$ cat src/rtl/lsgp_pkg.sv
// ----------------------------------------------------------------------------
// lsgp_pkg
// Shared widths, register indexes, reset values and the CORDIC arctangent
// table for the laser scan to grid pixel core.
// ----------------------------------------------------------------------------
package lsgp_pkg;

	// Datapath widths
	localparam int RANGE_W = 16;
	localparam int ANG16_W = 16;
	localparam int SCALE_W = 20;
	localparam int PIX_W   = 9;
	localparam int Z_W     = 32;              // CORDIC angle, 2^32 per turn
	localparam int XY_W    = 20;              // CORDIC vector, signed Q16
	localparam int ROUNDS  = 16;
	localparam int IT_W    = $clog2(ROUNDS);
	localparam int MA_W    = XY_W + RANGE_W + 1;  // range * trig, signed
	localparam int MB_W    = SCALE_W + 1;         // signed view of scale
	localparam int PR_W    = MA_W + MB_W;         // multiplier product
	localparam int T_W     = PR_W + 1;            // product plus image offset
	localparam int FRAC_W  = 32;                  // Q32 coordinate fraction

	localparam logic [XY_W-1:0]    CORDIC_GAIN   = XY_W'(39797);
	localparam logic [RANGE_W-1:0] RANGE_INVALID = 16'hFFFF;

	// Configuration register indexes
	localparam int CFG_IDX_W = 3;
	localparam int CFG_W     = 20;
	localparam logic [CFG_IDX_W-1:0] REG_RANGE_MIN   = 3'd0;
	localparam logic [CFG_IDX_W-1:0] REG_RANGE_MAX   = 3'd1;
	localparam logic [CFG_IDX_W-1:0] REG_ANGLE_START = 3'd2;
	localparam logic [CFG_IDX_W-1:0] REG_ANGLE_STEP  = 3'd3;
	localparam logic [CFG_IDX_W-1:0] REG_PIXEL_SCALE = 3'd4;

	// Register reset values
	localparam logic [RANGE_W-1:0] RST_RANGE_MIN   = 16'd31;
	localparam logic [RANGE_W-1:0] RST_RANGE_MAX   = 16'd896;
	localparam logic [ANG16_W-1:0] RST_ANGLE_START = 16'd0;
	localparam logic [ANG16_W-1:0] RST_ANGLE_STEP  = 16'd182;
	localparam logic [SCALE_W-1:0] RST_PIXEL_SCALE = 20'd18725;

	// Quadrant fold limits (binary angle, 16 bit)
	localparam logic [ANG16_W-1:0] ANG_QUARTER  = 16'h4000;
	localparam logic [ANG16_W-1:0] ANG_3QUARTER = 16'hC000;
	localparam logic [ANG16_W-1:0] ANG_HALF     = 16'h8000;

	// CORDIC status and result toward the sequencer
	typedef struct packed {
		logic                   done;
		logic signed [XY_W-1:0] cos_v;
		logic signed [XY_W-1:0] sin_v;
	} lsgp_trig_t;

	function automatic logic [Z_W-1:0] atan_lut(input logic [IT_W-1:0] i);
		logic [Z_W-1:0] v;
		unique case (i)
			4'd0:  v = 32'h20000000;
			4'd1:  v = 32'h12E4051E;
			4'd2:  v = 32'h09FB385B;
			4'd3:  v = 32'h051111D4;
			4'd4:  v = 32'h028B0D43;
			4'd5:  v = 32'h0145D7E1;
			4'd6:  v = 32'h00A2F61E;
			4'd7:  v = 32'h00517C55;
			4'd8:  v = 32'h0028BE53;
			4'd9:  v = 32'h00145F2F;
			4'd10: v = 32'h000A2F98;
			4'd11: v = 32'h000517CC;
			4'd12: v = 32'h00028BE6;
			4'd13: v = 32'h000145F3;
			4'd14: v = 32'h0000A2FA;
			4'd15: v = 32'h0000517D;
			default: v = '0;
		endcase
		return v;
	endfunction

endpackage

$ cat src/rtl/lsgp_cordic.sv
// ----------------------------------------------------------------------------
// lsgp_cordic
// Iterative rotation-mode CORDIC: one round per cycle through a shared
// shift/add unit, giving cosine and sine of a 16 bit binary angle in Q16.
// ----------------------------------------------------------------------------
module lsgp_cordic (
	input  logic                        clk,
	input  logic                        arst_n,
	input  logic                        start,
	input  logic [lsgp_pkg::ANG16_W-1:0] angle,
	output lsgp_pkg::lsgp_trig_t        trig
);
	import lsgp_pkg::*;

	logic signed [XY_W-1:0] x_q, y_q;
	logic [Z_W-1:0]         z_q;
	logic [IT_W-1:0]        iter_q;
	logic                   busy_q, done_q, flip_q;

	logic                   fold;
	logic [ANG16_W-1:0]     ang_f;
	logic signed [XY_W-1:0] xs, ys;
	logic [Z_W-1:0]         at;

	// Fold angles beyond a quarter turn by a half turn; negate at the end
	assign fold  = (angle > ANG_QUARTER) && (angle < ANG_3QUARTER);
	assign ang_f = fold ? angle + ANG_HALF : angle;

	assign xs = x_q >>> iter_q;
	assign ys = y_q >>> iter_q;
	assign at = atan_lut(iter_q);

	always_ff @(posedge clk or negedge arst_n) begin
		if (!arst_n) begin
			busy_q <= 1'b0;
			done_q <= 1'b0;
			iter_q <= '0;
		end else begin
			done_q <= 1'b0;
			if (start) begin
				busy_q <= 1'b1;
				iter_q <= '0;
			end else if (busy_q) begin
				iter_q <= iter_q + 1'b1;
				if (iter_q == IT_W'(ROUNDS - 1)) begin
					busy_q <= 1'b0;
					done_q <= 1'b1;
				end
			end
		end
	end

	always_ff @(posedge clk) begin
		if (start) begin
			x_q    <= CORDIC_GAIN;
			y_q    <= '0;
			z_q    <= {ang_f, {(Z_W-ANG16_W){1'b0}}};
			flip_q <= fold;
		end else if (busy_q) begin
			if (!z_q[Z_W-1]) begin
				x_q <= x_q - ys;
				y_q <= y_q + xs;
				z_q <= z_q - at;
			end else begin
				x_q <= x_q + ys;
				y_q <= y_q - xs;
				z_q <= z_q + at;
			end
		end
	end

	assign trig.done  = done_q;
	assign trig.cos_v = flip_q ? -x_q : x_q;
	assign trig.sin_v = flip_q ? -y_q : y_q;

endmodule

$ cat config.mk
export PLATFORM = sky130hd
export DESIGN_NAME = lsgp_cordic
export DESIGN_NICKNAME = d
export VERILOG_FILES = /design/src/rtl/lsgp_pkg.sv /design/src/rtl/lsgp_cordic.sv
export SDC_FILE = /design/constraint.sdc
export NUM_CORES = 1
export LEC_CHECK = 0
export ABC_AREA = 1
export ABC_CLOCK_PERIOD_IN_PS = 10600
export BUFFER_PORTS_ARGS = -buffer_cell sky130_fd_sc_hd__buf_4
export CORE_ASPECT_RATIO = 1.5
export CORE_MARGIN = 2
export CORE_UTILIZATION = 30
export DETAILED_ROUTE_END_ITERATION = 12
export MAX_ROUTING_LAYER = met4
export PLACE_DENSITY_LB_ADDON = 0.3
export SLEW_MARGIN = 0
export SYNTH_ARGS = -nofsm -noshare
export SYNTH_HDL_FRONTEND = slang
export SYNTH_SLANG_ARGS = --single-unit
$ cat constraint.sdc
create_clock -name clk -period 10.6 [get_ports clk]
set_clock_uncertainty 0.05 [all_clocks]
set_input_delay 0.53 -clock clk [delete_from_list [all_inputs] [get_ports clk]]
set_output_delay 0.53 -clock clk [all_outputs]
set_load 0.1 [all_outputs]
==> summary.md, run 1 <==
| Metric | Value |
|---|---|
| Status | `complete, no violations` |
| Seq/Total Area, Yosys | `about 16%` |
| Layout cell share with drive strength beyond 1 | `under 10%` |
| Crit end category | `register` |
| DRC viols | `0` |
| Actual slew at the worst max-slew pin | `0.965 ns` |
| Syn_nets | `about 1,800` |
| CTS tree | `built` |
| Largest family of logic cells by synthesized area | `simple AND/OR/NAND/NOR gates` |
| Post-Synthesis Cells | `1,736` |
| Min-delay worst type | `primary input to register` |
| Clock transition at the registers of the reported paths | `approximately 0.070 ns` |
| Fmax | `roughly 170 MHz` |
| R2r setup slk | `about 5 ns` |
| Most instantiated cells after synthesis | `nand2_1 (412), nand3_1 (188), inv_1 (168)` |
| FF-to-FF path depth | `28` |
| # hold bufs at CTS | `1` |
| Router iterations before antenna repair | `5` |
| Core area | `~0.036 mm²` |
| WP buf/inv | `7` |
| # IOs | `60` |
| Max-cap violation count | `0` |
| CP Depth | `28` |
| Initial core utilization | `about 30%` |
| Total CTS buffers | `9` |
| Hold slack | `around 0.38 ns` |
| Vias in the first global route | `approximately 11,000` |
| Area delta synth->final | `9.67%` |
| Syn avg cell area | `6.24 µm²` |
| CP top delay family | `compound AO/OA/AOI/OAI gates` |
| Die H | `237 µm` |
| Synth Area in Simple Gates | `34.1%` |
| Compound-Gate Fraction of Synth Area | `a little under a fifth` |
| Async SR Flop Fraction | `under 10%` |
| Vias per Instance | `approximately 5` |
| CP arrival | `5.80 ns` |
| Post-synthesis cell type count | `~60` |
| Wire per inst | `16.8 µm` |
| Crit-path slowest cell | `dfrtp_2` |
| Cell Rows | `85` |
| First-pass GRT wire length | `about 59,000 µm` |
| Critical Path RT | `approximately 11 ns` |
| Xor and xnor area share after synthesis | `10.7%` |
| Area leader, netlist | `nand2_1` |
| RSZ-0062 raised after global routing | `false` |
| Antenna violations before repair | `0` |
| Most numerous cell in the Yosys netlist | `nand2_1` |
| Hold path cells | `3` |
| Resized Gates After CTS | `0` |
| Detailed-placement wirelength estimate | `29,600 µm` |
| Layout net count | `~1,900` |
| Buffer count from post-CTS setup fixing | `0` |
| Die area | `0.0377 mm²` |
| # port buffers | `59` |
| Worst-case clock buffer depth | `2` |
| Post-Route WL | `between 30,000 and 40,000 µm` |
| Largest net degree at the start of global routing | `57` |
| Final Critical Period | `about 5.7 ns` |
| Post-detailed-route count of antenna-violating nets | `0` |
| Synth warn | `0` |
| Fin. max-slew vios | `0` |
| Critical Path Fanout Max | `56` |
| Die X | `159 µm` |
| Vias | `11,400` |
| Prevailing post-synth register cell | `dfxtp_1` |
| Yosys top cell area share | `14.3%` |
| Final hold vios | `0` |
| Cell Area, Synth | `about 0.011 mm²` |
| EDFF count, synth | `17` |
| Area contributors post-synth | `nand2_1 (14%), dfxtp_1 (10%), ha_1 (10%), nand3_1 (8.7%), xor2_1 (7.9%)` |
| Worst-Skew Late Latency | `0.38 ns` |
| Number of DRC markers in iteration 0 | `approximately 800` |
| Final Cycle Share | `54.0%` |
| Slew HR | `35.7%` |
| GRT Resource Usage Total | `about a fifth` |
| Clock root buffer | `clkbuf_16` |
| Startpoint Class | `register` |
| Seq cells post-synth | `between 70 and 80` |
| WS Path Type | `register to register` |
| Antenna Cells | `0` |
| Setup violators final | `0` |
| FILL cells | `between 4,000 and 5,000` |
| Multiplexer share of the synthesized area | `0%` |
| Setup tns final | `0 ns` |
| Total congestion overflow | `0` |
| Adder and majority gate portion of the synthesized area | `10.8%` |
| Depth of the CTS H-tree | `3` |
| Final RePlAce weighted congestion | `between 0.9 and 1` |
| CTS Sinks | `slightly below 80` |
| CP peak stage delay | `1.00 ns` |
-- cell usage in the layout, fill, tap and decap left out, types with 3 or more instances in the layout --
master / count
nor3_1: 25
dfrtp_1: 5
nand2_1: 412
nor2_2: 4
edfxtp_1: 17
ha_1: 89
or2_2: 7
nor2_1: 133
nor2_4: 3
nor4_1: 6
a21oi_1: 125
o22ai_1: 22
nand3b_1: 8
dfxtp_1: 56
xor2_1: 98
fa_1: 3
nand4_1: 14
xnor2_1: 34
a22oi_1: 3
nand2_2: 22
clkbuf_16: 9
o221ai_1: 3
a21oi_2: 3
o21a_1: 7
buf_4: 70
o21ai_0: 129
inv_2: 13
a31oi_1: 22
inv_1: 168
o21ai_1: 5
o31ai_1: 7
a21oi_4: 3
nand3_1: 188
nand3_2: 5
-- sequential cells by signal, indices dropped and copies added, names as in the netlist --
register and count:
busy_q 1, z_q 32, flip_q 1, done_q 1, iter_q 4, x_q 20
y_q 20
-- worst min-delay path, cell delays in order --
cell and delay [ns]:
buf_4 0.08, nand2_1 0.04, nand2_1 0.05
-- cell families (layout without fill, tap and decap cells) --
| group | Yosys count | after routing |
|---|---|---|
| AND/OR/NAND/NOR | 837 | 837 |
| AO/OA/AOI/OAI | 348 | 348 |
| buffers and inverters | 248 | 271 |
| XOR/XNOR | 132 | 132 |
| adder cells (fa/ha/maj) | 92 | 92 |
| flip-flops | 79 | 79 |
-- per-stage QoR --
stage | instance area (µm²) | utilization [%] | worst slack, ns | instances
2_1_floorplan | 10800 | - | 6.39 | 1736
3_3_place_gp | 11600 | 32.4 | 4.98 | 2220
3_5_place_dp | 11600 | 32.4 | 4.87 | 2220
4_1_cts | 11900 | 33.2 | 4.83 | 2237
5_1_grt | 11900 | 33.2 | 4.25 | 2237
6_report | 11900 | 33.2 | 4.87 | 2237
-- cell type report --
class                   instances  area [µm²]  area share [%]
multi-input cells            1409        7980            67.2
flip-flops and latches         79        1780            15.0
inverters                     184         696            5.86
well taps                     478         598            5.04
repair buffers                 71         536            4.51
clock buffers                  11         243            2.04
clock inverters                 5        33.8           0.285
-- per-layer routing --
metal  GRT usage [%]  up-vias  wire length, µm
met1            21.0     5217            14400
met4            9.23        0             1590
met2            38.8      242            20400
met3            2.52       73             1230
met5               -        -                0
li1                -     5850                -
-- final timing paths --
check                      startpoint         to
max in group asynchronous      arst_n  iter_q[0]
min in group asynchronous      arst_n  iter_q[2]
max reg2reg                 iter_q[0]    z_q[26]
min reg2reg                    z_q[3]     z_q[3]
min                          angle[5]    z_q[21]
max                         iter_q[0]    z_q[26]
Power of run 1 is left out: the tool's default activity adds up to more than one toggle a clock period on the data nets, which glitch-free logic cannot reach.
==> run 2, diff against run 1 <==
Settings changed: ABC_AREA 1 to 0, ABC_CLOCK_PERIOD_IN_PS 10600 to 5200.
Clock period 10.6 ns to 5.2 ns, I/O delays scaled along.
==> summary.md, run 2 <==
| Metric | Value |
|---|---|
| Commonest non-fill, non-tap cell in the layout | `buf_4` |
| Vias in the first global route | `11,200 (+0.34%)` |
| Final Critical Period | `5.08 ns (-0.648 ns)` |
| Syn_nets | `1,508 (-18%)` |
| Die X | `162 µm (+1.9%)` |
| # IOs | `60 (unchanged)` |
| Async SR Flop Fraction | `7.59% (unchanged)` |
| Fin. max-slew vios | `0 (unchanged)` |
| Final instance area | `0.0136 mm² (+15%)` |
| Final hold vios | `0 (unchanged)` |
| Actual slew at the worst max-slew pin | `0.987 ns (+0.0229 ns)` |
| Core area | `0.0369 mm² (+3.3%)` |
| Final RePlAce weighted congestion | `0.967 (+3.0%)` |
| CTS tree | `built` |
| Total congestion overflow | `0 (unchanged)` |
| Area contributors post-synth | `dfxtp_1 (10%), ha_1 (9.9%), mux4_2 (9.2%), xnor2_1 (7.5%), mux2i_1 (4.8%)` |
| Post-detailed-route count of antenna-violating nets | `0 (unchanged)` |
| Final Cycle Share | `97.7% (+44 points)` |
| Most flop-heavy register | `z_q` |
| Most frequent cells in the layout | `buf_4 (191), nor2_1 (138), nand2_1 (137), xnor2_1 (95), a21oi_1 (93)` |
| Layout cell share with drive strength beyond 1 | `23.5% (+15 points)` |
| Worst-Skew Late Latency | `0.39 ns (about the same)` |
| Cell Rows | `86 (+1.2%)` |
| Total CTS buffers | `9 (unchanged)` |
| Yosys top cell area share | `9.96% (-4.3 points)` |
| Max-cap violation count | `0 (unchanged)` |
| Initial core utilization | `30.5% (+0.21 points)` |
| Reg2reg start | `iter_q[0]` |
| # port buffers | `59 (unchanged)` |
| Area leader, netlist | `dfxtp_1` |
| Startpoint Class | `register` |
| Syn avg cell area | `8.06 µm² (+29%)` |
| CTS Sinks | `79 (unchanged)` |
| Antenna violations before repair | `1 (+1)` |
| Crit end category | `register` |
| DRC viols | `0 (unchanged)` |
| Crit path to | `z_q[31]` |
| Router iterations before antenna repair | `5 (unchanged)` |
| Most instantiated cells after synthesis | `nor2_1 (141), nand2_1 (139), a21oi_1 (102)` |
| Post-Synthesis Cells | `1,397 (-20%)` |
| Synth warn | `0 (unchanged)` |
| FF-to-FF path depth | `20 (-29%)` |
| Biggest registers after layout | `z_q: 32 flops, x_q: 20 flops, y_q: 20 flops` |
| Seq cells post-synth | `79 (unchanged)` |
| Critical Path Fanout Max | `6 (-89%)` |
| Area delta synth->final | `21.0%` |
| WS Path Type | `register to register` |
| Worst-case clock buffer depth | `2 (unchanged)` |
| Placed Cells | `1,959 (-12%)` |
| Clock root buffer | `clkbuf_16` |
| Layout net count | `1,616 (-13%)` |
| Fmax | `197 MHz (+13%)` |
| Most numerous cell in the Yosys netlist | `nor2_1` |
| GRT Resource Usage Total | `21.0% (+0.50 points)` |
| R2r setup slk | `0.12 ns (-4.75 ns)` |
| Number of DRC markers in iteration 0 | `595 (-25%)` |
| Reg2reg end | `z_q[31]` |
| Vias per Instance | `5.55 (+9.1%)` |
| Seq/Total Area, Yosys | `15.8% (-0.63 points)` |
| Setup violators final | `0 (unchanged)` |
| Depth of the CTS H-tree | `3 (unchanged)` |
| Post-Route WL | `40,100 µm (+6.4%)` |
| Layout Cells excl Fill | `1,995 (-11%)` |
| First-pass GRT wire length | `61,600 µm (+3.9%)` |
| Min-delay worst type | `primary input to register` |
| Vias | `11,100 (-2.7%)` |
| Post-synthesis cell type count | `93 (+58%)` |
| Die area | `0.0391 mm² (+3.9%)` |
| Cell Area, Synth | `0.0113 mm² (+4.0%)` |
| Die H | `241 µm (+1.9%)` |
| Prevailing post-synth register cell | `dfxtp_1` |
| Max reg flops | `32 (unchanged)` |
| Critical Path RT | `5.29 ns (-5.38 ns)` |
| Placed inst area | `0.0129 mm² (+11%)` |
| RSZ-0062 raised after global routing | `true` |
| Largest net degree at the start of global routing | `44 (-23%)` |
| Crit path from | `iter_q[0]` |
| Slew HR | `34.1% (-1.6 points)` |
| Status | `complete, no violations` |
| Wire per inst | `20.1 µm (+19%)` |
| Detailed-placement wirelength estimate | `31,200 µm (+5.5%)` |
| EDFF count, synth | `17 (unchanged)` |
| CP arrival | `5.17 ns (-0.63 ns)` |
| Clock transition at the registers of the reported paths | `0.07 ns (about the same)` |
-- run 2: cell count changes after synthesis, sizes merged, moves of 14 or more --
cell,change
nand2,-296
nand3,-172
inv,-145
xnor2,+62
o21ai,-55
mux2i,+54
mux4,+46
clkbuf,+41
xor2,-39
a21o,+34
a21oi,-28
o22ai,-17
nand2b,+15
or3,+14
-- run 2: how the worst min path moves through the flow --
| stage | start | end | slack [ns] | cells past startpoint |
|---|---|---|---|---|
| after CTS | angle[4] | z_q[20] | 0.09 | 3 |
| after global routing | angle[10] | z_q[26] | 0.12 | 3 |
| final | angle[4] | z_q[20] | 0.11 | 3 |
| after global placement | arst_n | iter_q[0] | 0.03 | 1 |
| after detailed placement | arst_n | iter_q[0] | 0.03 | 1 |
| after floorplan | arst_n | busy_q | -0.09 | 0 |
-- run 2: kinds of logic (layout without fill, tap and decap cells) --
group           count (synthesis)  in the layout  share of synthesized area (%)
buf+inv                       144            257                           5.77
fa+ha+maj                      92             92                           10.4
simple gates                  434            434                           18.1
other cells                     0              1                              0
flops                          79             79                           15.8
xor+xnor                      155            155                           12.1
mux                           111            111                           15.2
compound gates                382            382                           22.7
-- run 2: metrics by stage --
| step | worst slack (ns) | utilization, % | hold WS, ns | TNS (ns) |
|---|---|---|---|---|
| final | 0.122 | 36.9 | 0.107 | 0 |
| after global placement | -0.0952 | 35.0 | 0.0284 | -0.160 |
| after floorplan | -0.0595 | - | -0.0856 | -0.101 |
| after detailed placement | -0.0908 | 35.0 | 0.0292 | -0.108 |
| after CTS | 0.00870 | 35.9 | 0.0926 | 0 |
| after global routing | -0.121 | 36.9 | 0.117 | -0.444 |
-- run 2: routing by layer --
metal  up-vias  global-route usage [%]  share of wire (%)
met4         0                    12.8                5.9
li1       5329                       -                  -
met1      5366                    21.1                 38
met2       266                    39.4                 54
met3       112                    1.83                2.3
met5         -                       -                  0
-- run 2: cell type report --
cell class	count	area [µm²]
Antenna cell	1	2.50
Clock buffer	10	229
Clock inverter	6	61.3
Fill cell	3816	23300
Inverter	38	155
Multi-Input combinational cell	1174	9110
Sequential cell	79	1790
Tap cell	484	606
Timing Repair Buffer	203	1660
-- run 2: critical path, cell delays in order, from the launching register on --
cell and delay [ns]:
dfrtp_4 0.49, buf_6 0.14, buf_12 0.12, clkinv_8 0.05
ha_4 0.19, mux4_2 0.53, nor3_4 0.25, nand3_2 0.15
a2111oi_4 0.29, a41oi_4 0.26, xor2_2 0.24, ha_1 0.31
nand4_1 0.15, nor2_2 0.16, nand3_1 0.10, o221a_2 0.31
o211ai_1 0.13, a31oi_2 0.16, o41ai_2 0.42, nand4_1 0.14
a21o_1 0.17
-- run 2: timing repair --
item,in CTS,in global routing
setup endpoints to repair,4,20
endpoints found under the hold margin,6,0
pin swaps,1,32
gates resized for setup,4,43
setup buffers,1,15
gates cloned,0,2
hold buffers,1,0
Power of run 2 is left out for the same reason.
